--- config.mk ---
export PLATFORM = sky130hd
export DESIGN_NAME = rgbe_scanline_rle_decoder
export DESIGN_NICKNAME = d
export VERILOG_FILES = /design/src/rtl/rsrle_pkg.sv /design/src/rtl/rsrle_front.sv /design/src/rtl/rsrle_queue.sv /design/src/rtl/rsrle_back.sv /design/src/rtl/rgbe_scanline_rle_decoder.sv
export VERILOG_INCLUDE_DIRS = /design/src /design/src/rtl
export SDC_FILE = /design/constraint.sdc
export NUM_CORES = 1
export LEC_CHECK = 0
export ABC_CLOCK_PERIOD_IN_PS = 10900
export BUFFER_PORTS_ARGS = -buffer_cell sky130_fd_sc_hd__buf_2
export CORE_ASPECT_RATIO = 0.9
export CORE_MARGIN = 4
export CORE_UTILIZATION = 39
export CTS_CLUSTER_DIAMETER = 120
export CTS_CLUSTER_SIZE = 20
export DETAILED_ROUTE_END_ITERATION = 8
export GPL_TIMING_DRIVEN = 0
export PLACE_DENSITY_LB_ADDON = 0.12
export SYNTH_ARGS = -nofsm -noshare
export SYNTH_HDL_FRONTEND = slang
export SYNTH_SLANG_ARGS = --single-unit
--- constraint.sdc ---
create_clock -name clk -period 10.9 [get_ports clk]
set_input_delay 0.545 -clock clk [delete_from_list [all_inputs] [get_ports clk]]
set_output_delay 0.545 -clock clk [all_outputs]
set_load 0.05 [all_outputs]
--- src/rtl/assert_macros.svh ---
// assertion helpers for the rgbe scanline run-length decoder
// no dependencies; included by files that carry concurrent checks
`ifndef ASSERT_MACROS_SVH
`define ASSERT_MACROS_SVH

// implication or plain property checked on every rising edge outside reset
`define RSRLE_ASSERT(lbl, clk, rst_n, prop, msg) \
    lbl: assert property (@(posedge clk) disable iff (!rst_n) prop) else $error(msg);

// condition that must never be seen outside reset
`define RSRLE_NEVER(lbl, clk, rst_n, cond, msg) \
    lbl: assert property (@(posedge clk) disable iff (!rst_n) !(cond)) else $error(msg);

`endif

--- src/rtl/rsrle_pkg.sv ---
// shared types and constants of the rgbe scanline run-length decoder
// no dependencies; imported by every module of the block
`default_nettype none

package rsrle_pkg;

    // decoding phase of the current scanline
    typedef enum logic [2:0] {
        PH_HEADER,
        PH_OLD,
        PH_CODE,
        PH_RUN,
        PH_LIT
    } phase_t;

    typedef enum logic [1:0] {
        ERR_NONE,
        ERR_LENGTH,
        ERR_OVERRUN,
        ERR_MARKERS
    } err_t;

    // one run descriptor as it travels from the decoder to the output stage
    typedef struct packed {
        logic        all_components;
        logic [1:0]  plane;
        logic [11:0] first_pixel;
        logic [12:0] pixel_count;
        logic [7:0]  comp_red;
        logic [7:0]  comp_green;
        logic [7:0]  comp_blue;
        logic [7:0]  comp_exponent;
        logic        line_done;
        err_t        error_code;
    } desc_t;

    localparam int QDEPTH = 4;
    localparam int QAW = $clog2(QDEPTH);

    localparam int M_TDATA_W = 64;
    localparam int M_TUSER_W = 5;

endpackage

`default_nettype wire

--- src/rtl/rsrle_front.sv ---
// byte decoder: classifies each encoded byte and builds run descriptors
// depends on rsrle_pkg (phase_t, err_t, desc_t)
`default_nettype none

module rsrle_front
    import rsrle_pkg::*;
#(
    parameter int MAX_WIDTH = 4096
)
(
    input  logic        clk,
    input  logic        rst_n,
    input  logic [12:0] line_width,
    input  logic        accept,
    input  logic [7:0]  in_byte,
    input  logic        resync,
    output logic        push,
    output desc_t       desc
);

    localparam int PW = $clog2(MAX_WIDTH + 1);
    localparam int SW = PW + 8;
    localparam logic [15:0] MAX_W16 = 16'(MAX_WIDTH);
    localparam int RST_W = (MAX_WIDTH < 4096) ? MAX_WIDTH : 4096;

    phase_t        phase_reg, phase_next;
    logic [1:0]    slot_reg, slot_next;
    logic [23:0]   held_reg, held_next;
    logic [1:0]    plane_reg, plane_next;
    logic [PW-1:0] pos_reg, pos_next;
    logic [7:0]    pend_reg, pend_next;
    logic [2:0]    rs_reg, rs_next;
    logic [31:0]   prev_reg, prev_next;
    logic          err_reg, err_next;
    logic [PW-1:0] width_reg, width_next;

    // state as seen after an optional resync
    phase_t        ph_e;
    logic [1:0]    slot_e;
    logic [23:0]   held_e;
    logic [1:0]    plane_e;
    logic [PW-1:0] pos_e;
    logic [7:0]    pend_e;
    logic [2:0]    rs_e;
    logic          err_e;
    logic [PW-1:0] width_e;
    logic [15:0]   sampled16;

    logic [7:0]    r_b, g_b, b_b;
    logic          grp_done;
    logic          new_hdr;
    logic          len_ok;
    logic          marker;
    logic [31:0]   mk_count;
    logic [PW-1:0] remaining;
    logic [PW-1:0] old_count;
    logic [PW-1:0] old_pos;
    logic          old_done;
    logic [31:0]   old_pixel;
    logic [7:0]    code_len;
    logic          code_over;
    logic [7:0]    sp_raw;
    logic [SW-1:0] sp_sum;
    logic          sp_clip;
    logic [7:0]    sp_len;
    logic [PW-1:0] sp_end;
    logic          sp_full;
    logic [7:0]    pend_dec;

    // shared decode of the current beat
    always_comb
    begin
        ph_e    = resync ? PH_HEADER : phase_reg;
        slot_e  = resync ? 2'd0 : slot_reg;
        held_e  = resync ? 24'd0 : held_reg;
        plane_e = resync ? 2'd0 : plane_reg;
        pos_e   = resync ? '0 : pos_reg;
        pend_e  = resync ? 8'd0 : pend_reg;
        rs_e    = resync ? 3'd0 : rs_reg;
        err_e   = resync ? 1'b0 : err_reg;

        // width is sampled at the first byte of each scanline
        if (line_width == 13'd0)
            sampled16 = 16'd1;
        else if (16'(line_width) > MAX_W16)
            sampled16 = MAX_W16;
        else
            sampled16 = 16'(line_width);
        width_e = (ph_e == PH_HEADER && slot_e == 2'd0) ? PW'(sampled16) : width_reg;

        r_b = held_e[7:0];
        g_b = held_e[15:8];
        b_b = held_e[23:16];
        grp_done = (slot_e == 2'd3);
        new_hdr = (width_e >= PW'(8)) && (r_b == 8'd2) && (g_b == 8'd2) && !b_b[7];
        len_ok = ({1'b0, b_b[6:0], in_byte} == 16'(width_e));

        marker = (r_b == 8'd1) && (g_b == 8'd1) && (b_b == 8'd1);
        mk_count = 32'(in_byte) << {rs_e[1:0], 3'b000};
        remaining = width_e - pos_e;
        if (!marker)
            old_count = PW'(1);
        else if (mk_count > 32'(remaining))
            old_count = remaining;
        else
            old_count = PW'(mk_count);
        old_pos = pos_e + old_count;
        old_done = (old_pos >= width_e);
        old_pixel = {in_byte, b_b, g_b, r_b};

        // code byte above 128 is a run, otherwise a literal count
        code_len = (in_byte > 8'd128) ? {1'b0, in_byte[6:0]} : in_byte;
        code_over = (SW'(pos_e) + SW'(code_len)) > SW'(width_e);

        sp_raw = (ph_e == PH_RUN) ? pend_e : 8'd1;
        if (sp_raw == 8'd0)
            sp_raw = 8'd1;
        sp_sum = SW'(pos_e) + SW'(sp_raw);
        sp_clip = sp_sum > SW'(width_e);
        sp_len = sp_clip ? 8'(width_e - pos_e) : sp_raw;
        sp_end = sp_clip ? width_e : PW'(sp_sum);
        sp_full = (sp_end >= width_e);
        pend_dec = (pend_e != 8'd0) ? pend_e - 8'd1 : 8'd0;
    end

    // next state
    always_comb
    begin
        logic restart;
        restart = 1'b0;
        phase_next = phase_reg;
        slot_next  = slot_reg;
        held_next  = held_reg;
        plane_next = plane_reg;
        pos_next   = pos_reg;
        pend_next  = pend_reg;
        rs_next    = rs_reg;
        prev_next  = prev_reg;
        err_next   = err_reg;
        width_next = width_reg;
        if (accept)
        begin
            phase_next = ph_e;
            slot_next  = slot_e;
            held_next  = held_e;
            plane_next = plane_e;
            pos_next   = pos_e;
            pend_next  = pend_e;
            rs_next    = rs_e;
            err_next   = err_e;
            if (!err_e)
            begin
                width_next = width_e;
                unique case (ph_e) inside
                    PH_HEADER, PH_OLD:
                    begin
                        if (!grp_done)
                        begin
                            if (slot_e == 2'd0)
                                held_next = {16'd0, in_byte};
                            else
                                held_next = held_e | (24'(in_byte) << {slot_e, 3'b000});
                            slot_next = slot_e + 2'd1;
                        end
                        else
                        begin
                            slot_next = 2'd0;
                            if (ph_e == PH_HEADER)
                                phase_next = PH_OLD;
                            if (ph_e == PH_HEADER && new_hdr)
                            begin
                                if (!len_ok)
                                    err_next = 1'b1;
                                else
                                    phase_next = PH_CODE;
                            end
                            else if (marker)
                            begin
                                if (rs_e[2])
                                    err_next = 1'b1;
                                else
                                begin
                                    rs_next = rs_e + 3'd1;
                                    if (in_byte != 8'd0)
                                    begin
                                        pos_next = old_pos;
                                        restart = old_done;
                                    end
                                end
                            end
                            else
                            begin
                                prev_next = old_pixel;
                                rs_next = 3'd0;
                                pos_next = old_pos;
                                restart = old_done;
                            end
                        end
                    end
                    PH_CODE:
                    begin
                        if (code_len != 8'd0)
                        begin
                            if (code_over)
                                err_next = 1'b1;
                            else
                            begin
                                pend_next = code_len;
                                phase_next = (in_byte > 8'd128) ? PH_RUN : PH_LIT;
                            end
                        end
                    end
                    PH_RUN, PH_LIT:
                    begin
                        if (ph_e == PH_RUN)
                        begin
                            pend_next = 8'd0;
                            phase_next = PH_CODE;
                        end
                        else
                        begin
                            pend_next = pend_dec;
                            if (pend_dec == 8'd0)
                                phase_next = PH_CODE;
                        end
                        pos_next = sp_end;
                        if (sp_full)
                        begin
                            prev_next[{plane_e, 3'b000} +: 8] = in_byte;
                            if (plane_e == 2'd3)
                                restart = 1'b1;
                            else
                            begin
                                plane_next = plane_e + 2'd1;
                                pos_next = '0;
                                phase_next = PH_CODE;
                            end
                        end
                    end
                    default:
                    begin
                    end
                endcase
                if (restart)
                begin
                    phase_next = PH_HEADER;
                    slot_next  = 2'd0;
                    held_next  = 24'd0;
                    plane_next = 2'd0;
                    pos_next   = '0;
                    pend_next  = 8'd0;
                    rs_next    = 3'd0;
                end
            end
        end
    end

    // descriptor for the current beat
    always_comb
    begin
        push = 1'b0;
        desc = '0;
        desc.plane = plane_e;
        desc.first_pixel = 12'(pos_e);
        if (accept && !err_e)
        begin
            unique case (ph_e) inside
                PH_HEADER, PH_OLD:
                begin
                    if (grp_done)
                    begin
                        if (ph_e == PH_HEADER && new_hdr)
                        begin
                            if (!len_ok)
                            begin
                                push = 1'b1;
                                desc.line_done = 1'b1;
                                desc.error_code = ERR_LENGTH;
                            end
                        end
                        else if (marker && rs_e[2])
                        begin
                            push = 1'b1;
                            desc.line_done = 1'b1;
                            desc.error_code = ERR_MARKERS;
                        end
                        else if (!marker || in_byte != 8'd0)
                        begin
                            push = 1'b1;
                            desc.all_components = 1'b1;
                            desc.plane = 2'd0;
                            desc.pixel_count = 13'(old_count);
                            desc.comp_red      = marker ? prev_reg[7:0]   : old_pixel[7:0];
                            desc.comp_green    = marker ? prev_reg[15:8]  : old_pixel[15:8];
                            desc.comp_blue     = marker ? prev_reg[23:16] : old_pixel[23:16];
                            desc.comp_exponent = marker ? prev_reg[31:24] : old_pixel[31:24];
                            desc.line_done = old_done;
                        end
                    end
                end
                PH_CODE:
                begin
                    if (code_len != 8'd0 && code_over)
                    begin
                        push = 1'b1;
                        desc.line_done = 1'b1;
                        desc.error_code = ERR_OVERRUN;
                    end
                end
                PH_RUN, PH_LIT:
                begin
                    push = 1'b1;
                    desc.pixel_count = 13'(sp_len);
                    desc.comp_red = in_byte;
                    desc.line_done = sp_full && (plane_e == 2'd3);
                end
                default:
                begin
                end
            endcase
        end
    end

    always_ff @(posedge clk or negedge rst_n)
    begin
        if (!rst_n)
        begin
            phase_reg <= PH_HEADER;
            slot_reg  <= 2'd0;
            held_reg  <= 24'd0;
            plane_reg <= 2'd0;
            pos_reg   <= '0;
            pend_reg  <= 8'd0;
            rs_reg    <= 3'd0;
            prev_reg  <= 32'd0;
            err_reg   <= 1'b0;
            width_reg <= PW'(RST_W);
        end
        else
        begin
            phase_reg <= phase_next;
            slot_reg  <= slot_next;
            held_reg  <= held_next;
            plane_reg <= plane_next;
            pos_reg   <= pos_next;
            pend_reg  <= pend_next;
            rs_reg    <= rs_next;
            prev_reg  <= prev_next;
            err_reg   <= err_next;
            width_reg <= width_next;
        end
    end

endmodule

`default_nettype wire

--- src/rtl/rsrle_queue.sv ---
// short descriptor queue between the byte decoder and the output stage
// depends on rsrle_pkg (desc_t, QDEPTH, QAW)
`default_nettype none

module rsrle_queue
    import rsrle_pkg::*;
(
    input  logic  clk,
    input  logic  rst_n,
    input  logic  push,
    input  desc_t push_desc,
    output logic  not_full,
    output logic  head_valid,
    output desc_t head,
    input  logic  pop
);

    desc_t          entry_reg [QDEPTH];
    logic [QAW-1:0] wr_ptr_reg, wr_ptr_next;
    logic [QAW-1:0] rd_ptr_reg, rd_ptr_next;
    logic [QAW:0]   count_reg, count_next;

    assign not_full   = (count_reg != (QAW + 1)'(QDEPTH));
    assign head_valid = (count_reg != '0);
    assign head       = entry_reg[rd_ptr_reg];

    always_comb
    begin
        wr_ptr_next = push ? wr_ptr_reg + QAW'(1) : wr_ptr_reg;
        rd_ptr_next = pop ? rd_ptr_reg + QAW'(1) : rd_ptr_reg;
        count_next  = count_reg;
        if (push && !pop)
            count_next = count_reg + (QAW + 1)'(1);
        else if (pop && !push)
            count_next = count_reg - (QAW + 1)'(1);
    end

    always_ff @(posedge clk or negedge rst_n)
    begin
        if (!rst_n)
        begin
            wr_ptr_reg <= '0;
            rd_ptr_reg <= '0;
            count_reg  <= '0;
        end
        else
        begin
            wr_ptr_reg <= wr_ptr_next;
            rd_ptr_reg <= rd_ptr_next;
            count_reg  <= count_next;
        end
    end

    always_ff @(posedge clk)
    begin
        if (push)
            entry_reg[wr_ptr_reg] <= push_desc;
    end

endmodule

`default_nettype wire

--- src/rtl/rsrle_back.sv ---
// output stage: holds one descriptor and packs it onto the master stream
// depends on rsrle_pkg (desc_t, M_TDATA_W, M_TUSER_W)
`default_nettype none

module rsrle_back
    import rsrle_pkg::*;
(
    input  logic                 clk,
    input  logic                 rst_n,
    input  logic                 head_valid,
    input  desc_t                head,
    output logic                 pop,
    output logic                 m_tvalid,
    input  logic                 m_tready,
    // first_pixel, pixel_count, comp_red, comp_green, comp_blue, comp_exponent, zero pad
    output logic [M_TDATA_W-1:0] m_tdata,
    // all_components, plane, error_code
    output logic [M_TUSER_W-1:0] m_tuser,
    output logic                 m_tlast
);

    desc_t out_reg;
    logic  valid_reg, valid_next;

    assign pop = head_valid && (!valid_reg || m_tready);

    always_comb
    begin
        if (pop)
            valid_next = 1'b1;
        else if (m_tready)
            valid_next = 1'b0;
        else
            valid_next = valid_reg;
    end

    always_ff @(posedge clk or negedge rst_n)
    begin
        if (!rst_n)
            valid_reg <= 1'b0;
        else
            valid_reg <= valid_next;
    end

    always_ff @(posedge clk)
    begin
        if (pop)
            out_reg <= head;
    end

    assign m_tvalid = valid_reg;
    assign m_tdata  = {7'd0, out_reg.comp_exponent, out_reg.comp_blue, out_reg.comp_green,
                       out_reg.comp_red, out_reg.pixel_count, out_reg.first_pixel};
    assign m_tuser  = {out_reg.error_code, out_reg.plane, out_reg.all_components};
    assign m_tlast  = out_reg.line_done;

endmodule

`default_nettype wire

--- src/rtl/rgbe_scanline_rle_decoder.sv ---
// Scanline run-length decoder for shared-exponent (RGBE) pixel streams.
// Slave stream: one encoded byte per beat in s_tdata, s_tuser set on the
// first byte of a new scanline to drop the current one and clear an error.
// Master stream: one run descriptor per beat ("pixels first_pixel onward,
// pixel_count of them, get these values"), tlast on the descriptor that ends
// or aborts a line, error code in tuser. Bytes that only fill a pixel group,
// a header or a code produce no descriptor.
// Config channel: cfg_data is the line width, taken at the next line start.
// Throughput is one byte per cycle while the queue has room; the decoder does
// all per-byte work in the cycle the byte is taken. A descriptor is written
// into the four-entry queue at the edge that takes its byte, and the output
// register picks it up from the queue head once it is free.
// When the receiver stalls, the queue fills and s_tready drops once it is
// full; the decoder keeps taking bytes until then, including bytes that
// would not produce a descriptor.
// Reset clears all line state, the last pixel to zero and the width to 4096;
// no clearing pass is needed.
// depends on rsrle_pkg, rsrle_front, rsrle_queue, rsrle_back, assert_macros.svh
`default_nettype none
`include "assert_macros.svh"

module rgbe_scanline_rle_decoder
    import rsrle_pkg::*;
#(
    parameter int MAX_WIDTH = 4096
)
(
    input  logic                 clk,
    input  logic                 rst_n,
    input  logic                 cfg_valid,
    output logic                 cfg_ready,
    input  logic [12:0]          cfg_data,
    input  logic                 s_tvalid,
    output logic                 s_tready,
    // in_byte
    input  logic [7:0]           s_tdata,
    // resync
    input  logic [0:0]           s_tuser,
    output logic                 m_tvalid,
    input  logic                 m_tready,
    // first_pixel, pixel_count, comp_red, comp_green, comp_blue, comp_exponent, zero pad
    output logic [M_TDATA_W-1:0] m_tdata,
    // all_components, plane, error_code
    output logic [M_TUSER_W-1:0] m_tuser,
    output logic                 m_tlast
);

    logic [12:0] line_width_reg;
    logic        accept;
    logic        push;
    desc_t       push_desc;
    logic        q_not_full;
    logic        q_valid;
    desc_t       q_head;
    logic        q_pop;

    assign cfg_ready = 1'b1;

    always_ff @(posedge clk or negedge rst_n)
    begin
        if (!rst_n)
            line_width_reg <= 13'd4096;
        else if (cfg_valid)
            line_width_reg <= cfg_data;
    end

    assign s_tready = q_not_full;
    assign accept   = s_tvalid && s_tready;

    rsrle_front #(
        .MAX_WIDTH (MAX_WIDTH)
    ) u_front (
        .clk        (clk),
        .rst_n      (rst_n),
        .line_width (line_width_reg),
        .accept     (accept),
        .in_byte    (s_tdata),
        .resync     (s_tuser[0]),
        .push       (push),
        .desc       (push_desc)
    );

    rsrle_queue u_queue (
        .clk        (clk),
        .rst_n      (rst_n),
        .push       (push),
        .push_desc  (push_desc),
        .not_full   (q_not_full),
        .head_valid (q_valid),
        .head       (q_head),
        .pop        (q_pop)
    );

    rsrle_back u_back (
        .clk        (clk),
        .rst_n      (rst_n),
        .head_valid (q_valid),
        .head       (q_head),
        .pop        (q_pop),
        .m_tvalid   (m_tvalid),
        .m_tready   (m_tready),
        .m_tdata    (m_tdata),
        .m_tuser    (m_tuser),
        .m_tlast    (m_tlast)
    );

    // error beats carry no pixels and always close the line
    `RSRLE_ASSERT(a_err_shape, clk, rst_n, (m_tvalid && m_tuser[4:3] != ERR_NONE) |-> (m_tdata[24:12] == 13'd0 && m_tlast), "error descriptor with pixels or without tlast")
    // a clean descriptor always writes at least one pixel
    `RSRLE_NEVER(a_ok_count, clk, rst_n, m_tvalid && m_tuser[4:3] == ERR_NONE && m_tdata[24:12] == 13'd0, "empty descriptor without error")
    // the queue only fills up while the receiver holds off
    `RSRLE_ASSERT(a_fill_stall, clk, rst_n, $fell(s_tready) |-> $past(m_tvalid && !m_tready), "input stalled without output backpressure")

endmodule

`default_nettype wire
## Yosys cells after proc, flatten, opt, wreduce, memory -nomap -nowiden

Memories as Yosys holds them, arrays and structs flattened. A register that Yosys moved wholly into a read port is not among the register bits.
Cells that the tools add are included.

| word-level totals | value |
|---|---|
| flip-flop bits (word level) | 122 |
| bits in writable memories | 252 |
| output and inout bits | 73 |
| input bits | 27 |
| bits in read-only memories | 0 |
| memories kept | 1 |
| bits in latches | 0 |

Memory list:

| name | words | bits a word | read ports | clocked after memory_dff | wr ports | RTL line | text |
|---|---|---|---|---|---|---|---|
| u_queue.entry_reg | 4 | 63 | 1 | 1 | 1 | rsrle_queue.sv:18 | `desc_t entry_reg [QDEPTH];` |

| cells by class | value |
|---|---|
| $lt $le $gt $ge | 8 |
| eq/ne operators | 17 |
| reductions and logical operators | 39 |
| add/subtract/negate cells | 13 |
| div/mod/pow operators | 0 |
| multiply operators | 0 |
| bitwise gates (word level) | 2 |
| muxes and demuxes | 132 |
| shift operators | 4 |

Operator list:

| kind | count |
|---|---|
| $mux W13 | 16 |
| $mux W24 | 7 |
| $mux W32 | 4 |
| $mux W8 | 15 |
| $mux W3 | 33 |
| $mux W48 | 2 |
| $mux W45 | 2 |
| $pmux W32 S2 | 1 |
| $mux W46 | 1 |
| $gt A21 B13 Y1 | 2 |
| $pmux W21 S2 | 1 |
| $bwmux W32 | 1 |
| $gt A32 B13 Y1 | 1 |
| $shift A8 B7 Y32 const A | 1 |
| $shiftx A8 B7 Y32 | 1 |
| $shl A8 B5 Y32 | 1 |
| $mux W1 | 29 |
| $add A13 B8 Y14 | 2 |
| $ge A13 B13 Y1 | 2 |
| $pmux W13 S2 | 1 |
| $eq A8 B1 Y1 const B | 3 |
| $mux W2 | 12 |
| $or A24 B24 Y24 | 1 |
| $reduce_bool A8 Y1 | 3 |
| 38 further kinds | 73 |

## Depth between registers and ports, before layout

| logic depth | value |
|---|---|
| word-level depth | 20 |
| mapped depth | 46 |

## Hierarchy

Synthesis repeated with hierarchy kept, for this count alone.

| second synthesis, totals | value |
|---|---|
| cells, all modules | 1934 |
| area total of the unflattened synthesis | 23264.8 sq um |

By module, submodules not included:

| module | instances | sequential area each (sq um) | area each (sq um) | cells an instance |
|---|---|---|---|---|
| rsrle_front | 1 | 2528.7 | 11245.8 | 1465 |
| rsrle_queue | 1 | 7742.4 | 9487.8 | 364 |
| rsrle_back | 1 | 1916.8 | 1991.9 | 75 |
| rgbe_scanline_rle_decoder | 1 | 326.6 | 539.3 | 30 |

## Worst setup path before layout

OpenSTA, ideal clock, no wires.

| timing path | value |
|---|---|
| kind | input to register |
| start | input s_tuser |
| end | register u_front.pend_reg[1] |
| stages on the path | 43 |
| data required time | 10.810 ns |
| arrival time | 9.047 ns |
| slack | 1.763 ns |
| buffers on the path | 6 |
| path through | buf_6 buf_6 inv_2 buf_2 buf_2 nand2_1 ha_1 buf_2 o21ai_2 clkbuf_1 a21boi_0 inv_1 ha_1 nor2b_1 o21a_1 o21ai_0 a211o_1 a21oi_1 [... 7 more ...] nand2_1 a221o_1 ha_1 fa_1 a211oi_1 nor2_1 o211ai_1 a31oi_1 xnor2_1 xor2_1 ha_1 nand4_1 nor4_1 a2111oi_0 a22oi_1 a21o_1 or4_1 o221ai_1 |

| between the ends | value |
|---|---|
| word-level cells in the longest chain between the ends | 20 |
| elaborated cells on any way between the ends | 68 |
| those cells by class | add/sub: 5; order compare: 6; eq/ne: 11; shift: 1; mux: 31; reduce/logical: 14 |

Ends and longest elaborated chain:

| element | RTL line | text |
|---|---|---|
| start, declared | rgbe_scanline_rle_decoder.sv:38 | `input logic [0:0] s_tuser,` |
| $mux W3 or $mux W2 (tied branches) | rsrle_front.sv:73, rsrle_front.sv:74 |  |
| $logic_not A3 Y1 or $logic_not A2 Y1 (tied branches) | rsrle_front.sv:89 | `width_e = (ph_e == PH_HEADER && slot_e == 2'd0) ? PW'(sampled16) : width_reg;` |
| $logic_and A1 B1 Y1 * | rsrle_front.sv:89 |  |
| $mux W13 * | rsrle_front.sv:89 |  |
| net u_front.width_e[1] | rsrle_front.sv:46 | `logic [PW-1:0] width_e;` |
| $sub A13 B13 Y13 | rsrle_front.sv:100 | `remaining = width_e - pos_e;` |
| $gt A32 B13 Y1 | rsrle_front.sv:103 | `else if (mk_count > 32'(remaining))` |
| $mux W13 | rsrle_front.sv:103 |  |
| [... 5 more ...] | -- |  |
| $mux W1 | rsrle_front.sv:177 | `else if (marker)` |
| $mux W1 | rsrle_front.sv:170 | `if (ph_e == PH_HEADER && new_hdr)` |
| $mux W1 | rsrle_front.sv:157 | `if (!grp_done)` |
| $pmux W1 S2 | rsrle_front.sv:154 | `unique case (ph_e) inside` |
| $mux W1 | rsrle_front.sv:151 | `if (!err_e)` |
| $mux W1 | rsrle_front.sv:141 | `if (accept)` |
| $mux W8 * | rsrle_front.sv:244 | `if (restart)` |
| $mux W8 * | rsrle_front.sv:151 |  |
| end signal, assigned | rsrle_front.sv:346 | `pend_reg <= pend_next;` |
| end, declared | rsrle_front.sv:31 | `logic [7:0] pend_reg, pend_next;` |

The timed path passes the listed nets; every way through them passes the cells marked *. The select of a mux whose other input is x is not followed.
A chain may end at the register's enable or synchronous reset.

## Worst setup path in the final report

| timing path | value |
|---|---|
| start | input s_tuser |
| end | register u_front.pend_reg[6] |

The elaborated chain is that of the path after synthesis.

==> impl_metrics.env <==
export IMPL_initial_core_util_pct=39.71
export IMPL_leakage_nw=9.964
export IMPL_status="completed"
export IMPL_grt_start_max_net_pins=87
export IMPL_synthCells=1932
export IMPL_reg2regPathDepth=41
export IMPL_crit_required_ps=11460
export IMPL_die_w_um=266.3
export IMPL_vias_per_cell=5.807
export IMPL_worstHoldPathCells=2
export IMPL_endpoint="u_front.pend_reg[6]$_DFFE_PN0P_"
export IMPL_slew_headroom_pct=18.84
export IMPL_pin_count=100
export IMPL_netlist_area_sq_mm=0.02341
export IMPL_pwr_density_cell_mw_per_mm2=239.9
export IMPL_cp_data_arrival_time_ps=11150
export IMPL_synthToLayoutAreaGrowth_pct=11.16
export IMPL_r2r_end="u_front.pend_reg[6]$_DFFE_PN0P_"
export IMPL_ys_types=99
export IMPL_finalNonFillerCells=2869
export IMPL_critPathCaptureType="flip-flop"
export IMPL_tightest_slew_ps=1184
export IMPL_synth_edf_count=315
export IMPL_grt_antenna_before_repair=1
export IMPL_clock_sinks=437
export IMPL_final_setup_tns_ps=0
export IMPL_clock_path_buffers=3
export IMPL_nNetsFinal=2225
export IMPL_yosysSeqAreaShare_pct=53.45
export IMPL_cpMostUsedCell="ha_1"
export IMPL_dp_cells=2811
export IMPL_cp_max_fo=10
export IMPL_fmax_ghz=0.09447
export IMPL_grt_pass1_wl_um=105000
export IMPL_drive_above_1_share_pct=17.96
export IMPL_finalHoldViolCount=0
export IMPL_fillers=5482
export IMPL_pre_cts_slack_ps=-2290
export IMPL_power_total_mw=6.243
export IMPL_drt_total_wl_um=71470
export IMPL_cts_tree="done"
export IMPL_ys_warn_count=0
export IMPL_register_area_sq_mm=0.01251
export IMPL_synth_flop_cell="edfxtp_1"
export IMPL_synth_async_sr_flop_share_pct=27.92
export IMPL_fin_ws_ps=314.1
export IMPL_dieArea_sq_mm=0.06402
export IMPL_netlist_top_cells_area="edfxtp_1, dfrtp_1, ha_1"
export IMPL_slew_violations=0
export IMPL_grt_setup_unrepaired="no"
export IMPL_startpoint_type="input port"
export IMPL_avgSynthCellArea_sq_um=12.12
export IMPL_ant_nets=0
export IMPL_cap_violations=0
export IMPL_drt_pass1_iterations=5
export IMPL_synth_common_cells="edfxtp_1, nand2_1, dfrtp_1, ha_1"
export IMPL_grt_pass1_vias=16170
export IMPL_yosys_area_top_type="edfxtp_1"
export IMPL_final_core_util_pct=44.14
export IMPL_track_usage_pct=21.90
export IMPL_place_gp_congestion=0.9500
export IMPL_drc=0
export IMPL_hpwl_um=53210
export IMPL_fin_crit_sh_pct=97.12
export IMPL_ir_drop_uv=127.3
export IMPL_insertion_delay_ps=620
export IMPL_io_buffers=91
export IMPL_fin_crit_ps=10590
export IMPL_yosysMostFrequentCell="edfxtp_1"
export IMPL_path_class="input port to flip-flop"
export IMPL_crit_start="s_tuser"
export IMPL_multi_input_area_sq_mm=0.01022
export IMPL_die_h_um=240.4
export IMPL_rrSetupSlack_ps=1040
export IMPL_timing_rr_start="u_front.slot_reg[0]$_DFFE_PN0P_"
export IMPL_dr_total_vias=16660
export IMPL_clock_skew_ps=46.37
export IMPL_grt_ovfl_total=0
export IMPL_critPathMaxStageDelay_ps=560
export IMPL_post_drt_wl_per_cell_um=24.91
export IMPL_coreArea_sq_mm=0.05896
export IMPL_initialDrtViolationCount=1521
export IMPL_min_path_type="input port to flip-flop"
export IMPL_clock_root_buffer="clkbuf_16"
export IMPL_ys_ff_latch=437
export IMPL_largest_reg_flops=252
export IMPL_htreeDepth=1
export IMPL_clk_pin_slew_ps=110
export IMPL_setup_violations=0
export IMPL_cts_buffers=26
export IMPL_rows=84
export IMPL_cp_slowest_cell="or4b_4"
export IMPL_yosysTopAreaCellShare_pct=40.40
==> layout by cell type, fill, tap and decap left out, types with 16 or more instances in the layout <==
cell type  instances
mux4_2            63
nand2_1          211
buf_1             17
o21ai_0           79
a21o_1            25
a21oi_1           89
nor2b_1           29
clkbuf_16         26
nor2_1            91
and3_1            18
a211oi_1          16
dfrtp_1          120
nand4_1           17
a21oi_2           23
xor2_1            21
nor3_1            28
buf_4             16
o211ai_1          17
mux2_2            54
ha_1             120
nand3_1           57
buf_2             98
o21ai_1           24
clkbuf_1          62
mux2i_1           16
xnor2_1           35
inv_1             88
edfxtp_1         315
and2_1            20
==> logic make-up after synthesis <==
family / share of synthesized area [%]
AND/OR/NAND/NOR: 11.31
AO/OA/AOI/OAI: 13.26
flip-flops: 53.45
buffers and inverters: 3.484
multiplexers: 9.448
adder cells (fa/ha/maj): 6.840
XOR/XNOR: 2.170
other: 0.03208
==> worst max-delay path: cells and delay by family <==
kind                       cells  cell delay, ps
AOI/OAI and AO/OA             15            3670
buffers and inverters         13            2440
adders and majority gates      6            1820
and+or+nand+nor                9            1570
xor gates and xnor gates       3             680
muxes                          1             330
==> where the power goes <==
group / internal, mW / switching, mW / total (mW)
registers: 2.11 / 0.153 / 2.27
clock network: 0.472 / 0.559 / 1.03
logic: 0.997 / 1.95 / 2.94
==> stage by stage <==
step                instance area, sq um  hold slack (ps)
global route                       26020            132.2
finish                             26030            137.6
global placement                   24860            471.2
CTS                                25970            104.4
floorplan                          23440            249.4
detailed placement                 25080            474.0
==> how the worst min path moves through the flow <==
stage,endpoint,slack (ps),from
finish,u_back.m_tvalid$_DFFE_PN0P_,140,m_tready
global route,u_back.m_tvalid$_DFFE_PN0P_,130,m_tready
CTS,u_back.m_tvalid$_DFFE_PN0P_,100,m_tready
detailed placement,u_front.plane_reg[1]$_DFFE_PN0P_,470,u_front.plane_reg[1]$_DFFE_PN0P_
global placement,u_front.plane_reg[0]$_DFFE_PN0P_,470,u_front.plane_reg[0]$_DFFE_PN0P_
floorplan,line_width_reg[0]$_DFFE_PN0P_,250,rst_n
==> timing repair <==
| action | 4_1_cts | 5_1_grt |
|---|---|---|
| gates resized for setup | 15 | 10 |
| buffers inserted | 6 | 1 |
| hold buffers | 1 | 0 |
| setup endpoints to repair | 59 | 59 |
| pin swaps | 5 | 3 |
| hold endpoints to repair | 34 | 0 |
==> metal layers <==
layer / global-route usage, % / up-vias / share of wire [%]
met5: 0 / - / 0
met4: 5.394 / 0 / 2.6
met3: 3.980 / 95 / 7.5
met2: 33.77 / 687 / 44
met1: 32.26 / 8326 / 46
li1: - / 7551 / -
==> final cells by class <==
cell class,instances,share of cell area (%)
inverters,92,1.332
flip-flops and latches,437,48.08
multi-input cells,1316,39.26
plain buffers,93,1.832
repair buffers,107,2.750
diodes,2,0.01923
clock inverters,2,0.1394
clock buffers,46,2.865
well taps,774,3.721
Power figures use the tool's default switching activity.
